$ cat config.mk
export PLATFORM = sky130hd
export DESIGN_NAME = bam_ctrl
export DESIGN_NICKNAME = d
export VERILOG_FILES = /design/src/design/bam_pkg.sv /design/src/design/bam_ctrl.sv
export VERILOG_INCLUDE_DIRS = /design/src /design/src/design
export SDC_FILE = /design/constraint.sdc
export NUM_CORES = 1
export LEC_CHECK = 0
export ABC_AREA = 1
export BUFFER_PORTS_ARGS = -buffer_cell sky130_fd_sc_hd__buf_2
export CELL_PAD_IN_SITES_DETAIL_PLACEMENT = 0
export CELL_PAD_IN_SITES_GLOBAL_PLACEMENT = 1
export CORE_AREA = 4 4 41 43
export DETAILED_ROUTE_END_ITERATION = 12
export DIE_AREA = 0 0 45 47
export PLACE_DENSITY = 0.51
export SETUP_SLACK_MARGIN = 0.5
export SLEW_MARGIN = 20
export SYNTH_ARGS = -nofsm -noshare
export SYNTH_HDL_FRONTEND = slang
export SYNTH_SLANG_ARGS = --single-unit
$ cat constraint.sdc
create_clock -name clock -period 1.9 [get_ports clock]
set_input_delay 0 -clock clock [delete_from_list [all_inputs] [get_ports clock]]
set_output_delay 0 -clock clock [all_outputs]
set_load 0.005 [all_outputs]
$ cat src/design/block_average_mosaic_macros.svh
// Assertion macros shared by the block_average_mosaic RTL.
// No dependencies; included by the controller and the datapath.
`ifndef BLOCK_AVERAGE_MOSAIC_MACROS_SVH
`define BLOCK_AVERAGE_MOSAIC_MACROS_SVH

// Same-cycle implication, disabled during reset.
`define BAM_ASSERT_IMPLY(name, clk, rst, ante, cons, msg) \
   name: assert property (@(posedge clk) disable iff (rst) (ante) |-> (cons)) \
      else $error(msg);

// Next-cycle implication, disabled during reset.
`define BAM_ASSERT_NEXT(name, clk, rst, ante, cons, msg) \
   name: assert property (@(posedge clk) disable iff (rst) (ante) |=> (cons)) \
      else $error(msg);

`endif

$ cat src/design/bam_pkg.sv
// Package for the block average mosaic: field widths, register codes and defaults,
// and the command/status structs between controller and datapath. No dependencies.
package bam_pkg;

   localparam int BLOCK_EDGE_DEF = 30;
   localparam int MAX_BLOCKS_DEF = 64;

   localparam int COLOR_W     = 8;
   localparam int WIDTH_W     = 11;
   localparam int HEIGHT_W    = 13;
   localparam int BLOCK_COL_W = 6;
   localparam int BLOCK_ROW_W = 8;
   localparam int NUM_CH      = 3;
   // wide enough for every position * block edge product
   localparam int CMP_W       = 24;

   localparam int CSR_IDX_W  = 1;
   localparam int CSR_DATA_W = 13;

   localparam logic [CSR_IDX_W-1:0] CSR_IMAGE_WIDTH  = 1'b0;
   localparam logic [CSR_IDX_W-1:0] CSR_IMAGE_HEIGHT = 1'b1;

   localparam logic [WIDTH_W-1:0]  WIDTH_RESET  = 11'd640;
   localparam logic [HEIGHT_W-1:0] HEIGHT_RESET = 13'd480;
   localparam logic [COLOR_W-1:0]  AVG_MAX      = 8'd255;

   typedef struct packed {
      logic pix_accept;
      logic emit_read;
   } cmd_type;

   typedef struct packed {
      logic band_emit;
      logic emit_last;
      logic adv;
      logic pipe_busy;
   } status_type;

endpackage

$ cat src/design/bam_ctrl.sv
// Controller of the block average mosaic: pixel intake versus band emission bursts.
// Uses bam_pkg command/status structs; drives the datapath.
`include "block_average_mosaic_macros.svh"

module bam_ctrl (
   input  logic                clock,
   input  logic                reset,
   input  logic                req_valid,
   output logic                req_ready,
   input  bam_pkg::status_type status,
   output bam_pkg::cmd_type    cmd
);
   import bam_pkg::*;

   localparam logic [1:0] ST_RUN   = 2'd0;
   localparam logic [1:0] ST_WAIT  = 2'd1;
   localparam logic [1:0] ST_EMIT  = 2'd2;
   localparam logic [1:0] ST_DRAIN = 2'd3;

   logic [1:0] state_ff, state_in;
   logic       accept;

   assign req_ready      = state_ff == ST_RUN;
   assign accept         = req_valid && req_ready;
   assign cmd.pix_accept = accept;
   assign cmd.emit_read  = (state_ff == ST_EMIT) && status.adv;

   always_comb begin
      state_in = state_ff;
      unique case (state_ff)
         ST_RUN: begin
            if (accept && status.band_emit) begin
               state_in = ST_WAIT;
            end
         end
         // let the final segment write land before reading the sums
         ST_WAIT: begin
            state_in = ST_EMIT;
         end
         ST_EMIT: begin
            if (status.adv && status.emit_last) begin
               state_in = ST_DRAIN;
            end
         end
         // hold pixels until the memory read register is free again
         ST_DRAIN: begin
            if (!status.pipe_busy) begin
               state_in = ST_RUN;
            end
         end
      endcase
   end

   always_ff @(posedge clock) begin
      if (reset) begin
         state_ff <= ST_RUN;
      end else begin
         state_ff <= state_in;
      end
   end

   `BAM_ASSERT_IMPLY(a_ready_idle, clock, reset, req_ready, !status.pipe_busy, "pipe busy")
   `BAM_ASSERT_NEXT(a_band_wait, clock, reset, accept && status.band_emit, state_ff == ST_WAIT, "no wait")
   `BAM_ASSERT_NEXT(a_emit_end, clock, reset, cmd.emit_read && status.emit_last, state_ff == ST_DRAIN, "no drain")

endmodule

==> impl_metrics.csv, run 1 <==
group,metric,value,unit
sta,headroom_to_the_max_slew_limit,0.907,
route,drt_first_pass_iters,2,
floorplanning,start_util,0.160,
critical_path,worst_ep_arrival_time,1.21,ns
synthesis,netlist-cell-type-count,9,
clock_network,clk_pin_slew_worst_paths,0.03,ns
critical_path,critical_path_class,"flip-flop to flip-flop",
synthesis,synth_most_common_cell,"nand2_1",
cells_and_area,post-route-util,0.220,
sta,clock.fmax,911,MHz
floorplanning,die_height,47,um
cells_and_area,area.sequential,40.0,um^2
synthesis,mappedNetlistArea,208,um^2
synthesis,synth.top_cells.by_area,"ha_1, dfxtp_1, nand2_1, inv_1, nand2_2",
placement,post-place-ws,0.812,ns
placement,dp.final_hpwl,345,um
floorplanning,die_w,45,um
synthesis,netlist_instances,32,
cells_and_area,area_growth,38.0,%
cells_and_area,largestRegisters,"state_ff x2",
critical_path,largest_fanout_on_the_critical_path,4,
sta,final_critical_path_setup_slack,0.802,ns
pwr,powerDensity,1440,nW/um^2
sta,tightestPinTransition,0.139,ns
floorplanning,die-area,2120,um^2
synthesis,yosysWarnings,0,
synthesis,seq_area_frac_synth,0.193,
grt,grt_pass1_wl,862,um
cells_and_area,regMostFlops,"state_ff",
pwr,cellLeakagePower,0.185,nW
run,cap_viol_max_count,0,
clock_network,postCtsResizedCells,0,
sta,unrepaired_setup_endpoints_after_global_routing,"no",
floorplanning,row_count,13,
clock_network,cts_made_buffers,3,
route,routed-via-count,210,
route,wl,430,um
sta,final-setup-viol-count,0,
synthesis,synthesis.area_per_instance,6.49,um^2
floorplanning,design.core.area,1300,um^2
placement,portBuffers,9,
sta,finalMaxSlewViolations,0,
critical_path,data_required_time_at_the_worst_endpoint,2.02,ns
cells_and_area,filler_cell_count,164,
clock_network,ctsRootBufferMaster,"clkbuf_4",
sta,layout_worst_path_cycle_share,0.578,
sta,totalNegativeSetupSlack,0,ns
sta,period_needed,1.10,ns
clock_network,post_cts_buffers,0,
synthesis,synthDominantCellAreaShare,0.241,
clock_network,post_cts_hold_buffer_count,0,
synthesis,synth.net_count,43,
grt,grt_max_degree,5,
clock_network,ctsHtreeMaxLevel,1,
pwr,vdd.ir_drop.worst,415,uV
cells_and_area,num_antenna_cells,0,
route,detail_route.drc_violations,0,
clock_network,clk_latency,0.22,ns
clock_network,maximum_number_of_buffers_from_clock_root_to_sink,2,
cells_and_area,multi_input_area,130,um^2
clock_network,cts.sink_count,2,
worst_hold_path,timing.hold.worst.class,"primary input to flip-flop",
pwr,fin_total_pwr,0.000412,W
cells_and_area,finalNetCount,56,
route,viasPerCell,3.62,
placement,place_congestion,0.637,
sta,hold_ws,0.0272,ns
cells_and_area,drive_above_1_share,0.349,
grt,antenna_violations_before_repair,0,
route,wire_per_inst,7.41,um
synthesis,synthTopCellsByCount,"nand2_1, inv_1, ha_1",
synthesis,synthArstFlopShare,0,
floorplanning,total_i_o_pin_count,10,
grt,first_global_vias,237,
grt,overflow,0,
clock_network,clock_tree_from_tritoncts,"done",
critical_path,critical_path.endpoint_type,"flip-flop",
synthesis,yosys_top_cell_by_area,"ha_1",
synthesis,synth_enable_flop_cells,0,
route,ant_nets,0,
outcome,outcome,"complete, no violations",
synthesis,postSynthRegisterBits,2,
critical_path,timing.critical_path.from_type,"flip-flop",
sta,hold_viol,0,
synthesis,synth_ff_type,"dfxtp_1",
cells_and_area,number_of_flip_flops_in_the_largest_register,2,
grt,grt_util_all_layers,0.0607,
sta,fin_skew,0.00266,ns
route,detailedRoute.firstIterationViolations,3,
-- metrics by stage --
step / cell area [um^2] / instances
4_1_cts: 287 / 58
5_1_grt: 287 / 58
2_1_floorplan: 208 / 32
3_5_place_dp: 264 / 55
3_3_place_gp: 264 / 55
6_report: 287 / 58
-- where the power goes --
part | internal, W | total, W | switching [W] | leakage [nW]
sequential | 0.0000627 | 0.0000760 | 0.0000134 | 0.0166
combinational | 0.000103 | 0.000244 | 0.000141 | 0.155
clock | 0.0000696 | 0.0000925 | 0.0000229 | 0.0138
-- worst paths after layout --
kind,startpoint,endpoint,slack (ns),cells after the start
min reg2reg,state_ff[1],state_ff[1],0.61,4
max reg2reg,state_ff[0],state_ff[0],0.80,6
min,reset,state_ff[1],0.03,4
max,state_ff[0],state_ff[0],0.80,6
-- worst max-delay path, stage by stage (launching register included) --
cell and delay, ns:
dfxtp_1 0.32, inv_1 0.09, ha_1 0.25, nor2_1 0.10, nand4_1 0.12, nand2_1 0.07
nor2_1 0.04
-- final cells by class --
cell class | count | share of cell area
clock buffer | 3 | 0.0786
inverter | 8 | 0.105
multi-input combinational | 21 | 0.454
sequential | 2 | 0.140
tap | 15 | 0.0655
timing repair buffer | 9 | 0.157
-- layer usage --
layer	vias up	wire length (um)	GRT usage
met5	-	0	0
met4	0	0	0.0702
met3	0	31	0.0230
met2	5	201	0.0960
met1	89	197	0.0564
li1	116	-	-
-- kinds of logic (layout without fill, tap and decap cells) --
logic type    after synthesis  after routing  synth area share
buf+inv                     9             20             0.181
simple gates               17             17             0.386
fa+ha+maj                   4              4             0.241
flops                       2              2             0.193
-- cell usage in the layout (no fill, tap or decap) --
cell type and instances:
nand2_1 9, clkbuf_4 3, dfxtp_1 2, nand4_1 2, inv_1 8, nor2_1 3, buf_2 9, nand2_2 2
ha_1 4, nand3_2 1
No activity file was read; power rests on OpenSTA's default activity.
==> run 2: changes to the inputs <==
--- a/config.mk
+++ b/config.mk
@@ -6,14 +6,14 @@
 export SDC_FILE = /design/constraint.sdc
 export NUM_CORES = 1
 export LEC_CHECK = 0
-export ABC_AREA = 1
+export ABC_AREA = 0
 export BUFFER_PORTS_ARGS = -buffer_cell sky130_fd_sc_hd__buf_2
 export CELL_PAD_IN_SITES_DETAIL_PLACEMENT = 0
 export CELL_PAD_IN_SITES_GLOBAL_PLACEMENT = 1
 export CORE_AREA = 4 4 41 43
 export DETAILED_ROUTE_END_ITERATION = 12
 export DIE_AREA = 0 0 45 47
-export PLACE_DENSITY = 0.51
+export PLACE_DENSITY = 0.49
 export SETUP_SLACK_MARGIN = 0.5
 export SLEW_MARGIN = 20
 export SYNTH_ARGS = -nofsm -noshare
==> constraint.sdc (replaced) <==
create_clock -name clock -period 0.9 [get_ports clock]
set_input_delay 0 -clock clock [delete_from_list [all_inputs] [get_ports clock]]
set_output_delay 0 -clock clock [all_outputs]
set_load 0.005 [all_outputs]
==> impl_metrics.csv, run 2 <==
group,metric,value,unit
cells_and_area,drive_above_1_share,0.925,
clock_network,ctsRootBufferMaster,"clkbuf_4",
critical_path,timing.critical_path.from_type,"flip-flop",
critical_path,endpoint,"state_ff[0]",
floorplanning,die-area,2120,um^2
cells_and_area,final_cell_area,460,um^2
sta,finalMaxSlewViolations,0,
critical_path,worst-path-stages,5,
sta,totalNegativeSetupSlack,-1.61,ns
grt,grt_max_degree,5,
synthesis,synthArstFlopShare,0,
critical_path,r2r_setup_slk,-0.41,ns
sta,layout_worst_path_cycle_share,1.46,
cells_and_area,filler_cell_count,149,
synthesis,seq_area_frac_synth,0.196,
cells_and_area,number_of_flip_flops_in_the_largest_register,2,
run,cap_viol_max_count,0,
synthesis,synthesis.area_per_instance,9.71,um^2
floorplanning,total_i_o_pin_count,10,
synthesis,synth.net_count,32,
critical_path,reg2regPathDepth,5,
sta,hold_ws,-0.0581,ns
clock_network,maximum_number_of_buffers_from_clock_root_to_sink,2,
sta,headroom_to_the_max_slew_limit,0.824,
synthesis,synthDominantCellAreaShare,0.245,
clock_network,clock_tree_from_tritoncts,"done",
floorplanning,design.core.area,1300,um^2
worst_hold_path,timing.hold.worst.class,"primary input to flip-flop",
synthesis,synth_most_common_cell,"ha_1",
sta,period_needed,1.31,ns
synthesis,mappedNetlistArea,204,um^2
floorplanning,die_height,47,um
cells_and_area,regMostFlops,"state_ff",
synthesis,synth.top_cells.by_area,"ha_1, dfxtp_1, a21boi_4, a211oi_2, inv_1",
sta,fin_skew,0.000591,ns
outcome,failed_checks,"negative hold slack, negative setup slack",
synthesis,postSynthRegisterBits,2,
pwr,fin_total_pwr,0.00150,W
sta,final-setup-viol-count,5,
worst_hold_path,min-delay-start,"reset",
critical_path,cp_cell_sequence,"inv_4 > ha_4 > a21boi_4 > or3_4 > a211oi_2",
route,viasPerCell,4.07,
critical_path,worst_ep_arrival_time,1.45,ns
sta,clock.fmax,761,MHz
placement,dp.final_hpwl,430,um
route,ant_nets,0,
critical_path,rr_endpoint,"state_ff[0]",
critical_path,critical_path.n_buffers_inverters,1,
grt,antenna_violations_before_repair,0,
critical_path,cpMaxStageDelayCell,"or3_4",
sta,final_critical_path_setup_slack,-0.414,ns
synthesis,yosys_top_cell_by_area,"ha_1",
pwr,cellLeakagePower,0.205,nW
route,detail_route.drc_violations,0,
cells_and_area,largestRegisters,"state_ff x2",
synthesis,synthTopCellsByCount,"ha_1, inv_1, dfxtp_1",
synthesis,synth_ff_type,"dfxtp_1",
cells_and_area,finalNetCount,53,
placement,placedInstanceArea,315,um^2
critical_path,critical_path_class,"flip-flop to flip-flop",
sta,unrepaired_setup_endpoints_after_global_routing,"yes",
synthesis,synth_enable_flop_cells,0,
clock_network,ctsHtreeMaxLevel,1,
pwr,vdd.ir_drop.worst,1120,uV
critical_path,critical_path.reg2reg.startpoint,"state_ff[1]",
floorplanning,die_w,45,um
synthesis,netlist_instances,21,
grt,grt_pass1_wl,966,um
outcome,outcome,"finished with violations",
cells_and_area,multi_input_area,239,um^2
cells_and_area,layoutNonFillerInstCount,55,
route,wl,547,um
route,detailedRoute.firstIterationViolations,0,
clock_network,cts.sink_count,2,
route,routed.top_layer,"met3",
critical_path,data_required_time_at_the_worst_endpoint,1.04,ns
cells_and_area,most_common_cell_after_layout_fill_and_taps_aside,"buf_2",
sta,tightestPinTransition,0.263,ns
clock_network,cts_made_buffers,3,
critical_path,timing.critical_path.max_delay_family,"simple AND/OR/NAND/NOR gates",
synthesis,netlist-cell-type-count,15,
clock_network,clk_latency,0.22,ns
route,wl_met3,33,um
cells_and_area,area_growth,126,%
cells_and_area,num_antenna_cells,0,
clock_network,clk_pin_slew_worst_paths,0.03,ns
placement,numPlacedInstances,49,
cells_and_area,area.sequential,45.0,um^2
cells_and_area,layout_common_cells,"buf_2, buf_4, clkbuf_4, buf_6",
route,detailroute.wirelength.met2,296,um
critical_path,largest_fanout_on_the_critical_path,4,
route,drt_first_pass_iters,1,
critical_path,timing.critical_path.from,"state_ff[1]",
critical_path,critical_path.endpoint_type,"flip-flop",
grt,overflow,0,
floorplanning,start_util,0.157,
placement,place_congestion,0.684,
synthesis,yosysWarnings,0,
placement,portBuffers,9,
pwr,powerDensity,3260,nW/um^2
grt,grt_util_all_layers,0.0655,
worst_hold_path,min_delay_path_depth,2,
sta,hold_viol,1,
route,routed-via-count,224,
critical_path,critical-path-max-stage-delay,0.37,ns
route,wire_per_inst,9.95,um
floorplanning,row_count,13,
grt,first_global_vias,258,
route,met1_wire_length,217,um
run 2: changes by cell type in the layout (fill, tap and decap cells not counted), sizes merged, moves of 2 or more:
cell	change
a21boi	+2
and2	+3
buf	+8
inv	-5
nand2	-10
nand4	-2
nor2	-3
run 2: cell type report:
| cell class | instances | share of cell area |
|---|---|---|
| multi-input cells | 15 | 0.519 |
| repair buffers | 17 | 0.258 |
| flip-flops and latches | 2 | 0.0978 |
| clock buffers | 3 | 0.0489 |
| well taps | 15 | 0.0408 |
| inverters | 3 | 0.0353 |
run 2: cells by family (layout without fill, tap and decap cells):
family	count (synthesis)	after routing	synth area share
fa+ha+maj	4	4	0.245
flops	2	2	0.196
simple gates	6	6	0.190
buf+inv	4	23	0.0920
compound gates	5	5	0.276
run 2: power by group:
group | total [W] | internal (W) | switching, W | leakage, nW
clock network | 0.000197 | 0.000147 | 0.0000498 | 0.0138
registers | 0.000202 | 0.000149 | 0.0000532 | 0.0175
logic | 0.00110 | 0.000683 | 0.000421 | 0.173
run 2: how the worst min path moves through the flow:
stage	end
6_report	state_ff[0]
3_5_place_dp	state_ff[0]
5_1_grt	state_ff[0]
2_1_floorplan	state_ff[0]
4_1_cts	state_ff[0]
3_3_place_gp	state_ff[0]
run 2: what timing repair did:
action                                  CTS  global route
hold endpoints to repair                  1             1
buffers inserted                          1             2
pin swaps                                 0             4
endpoints found under the setup margin    5             5
resized for setup                         2            15
run 2: stage by stage:
stage,setup slack [ns],util
6_report,-0.414,0.354
5_1_grt,-0.467,0.354
4_1_cts,-0.427,0.273
3_5_place_dp,-0.424,0.242
3_3_place_gp,-0.409,0.242
2_1_floorplan,-0.364,-
run 2: metal layers:
layer	track usage	up-vias
met5	0	-
met4	0.0351	0
met3	0.0345	0
met2	0.119	6
met1	0.0588	105
li1	-	113
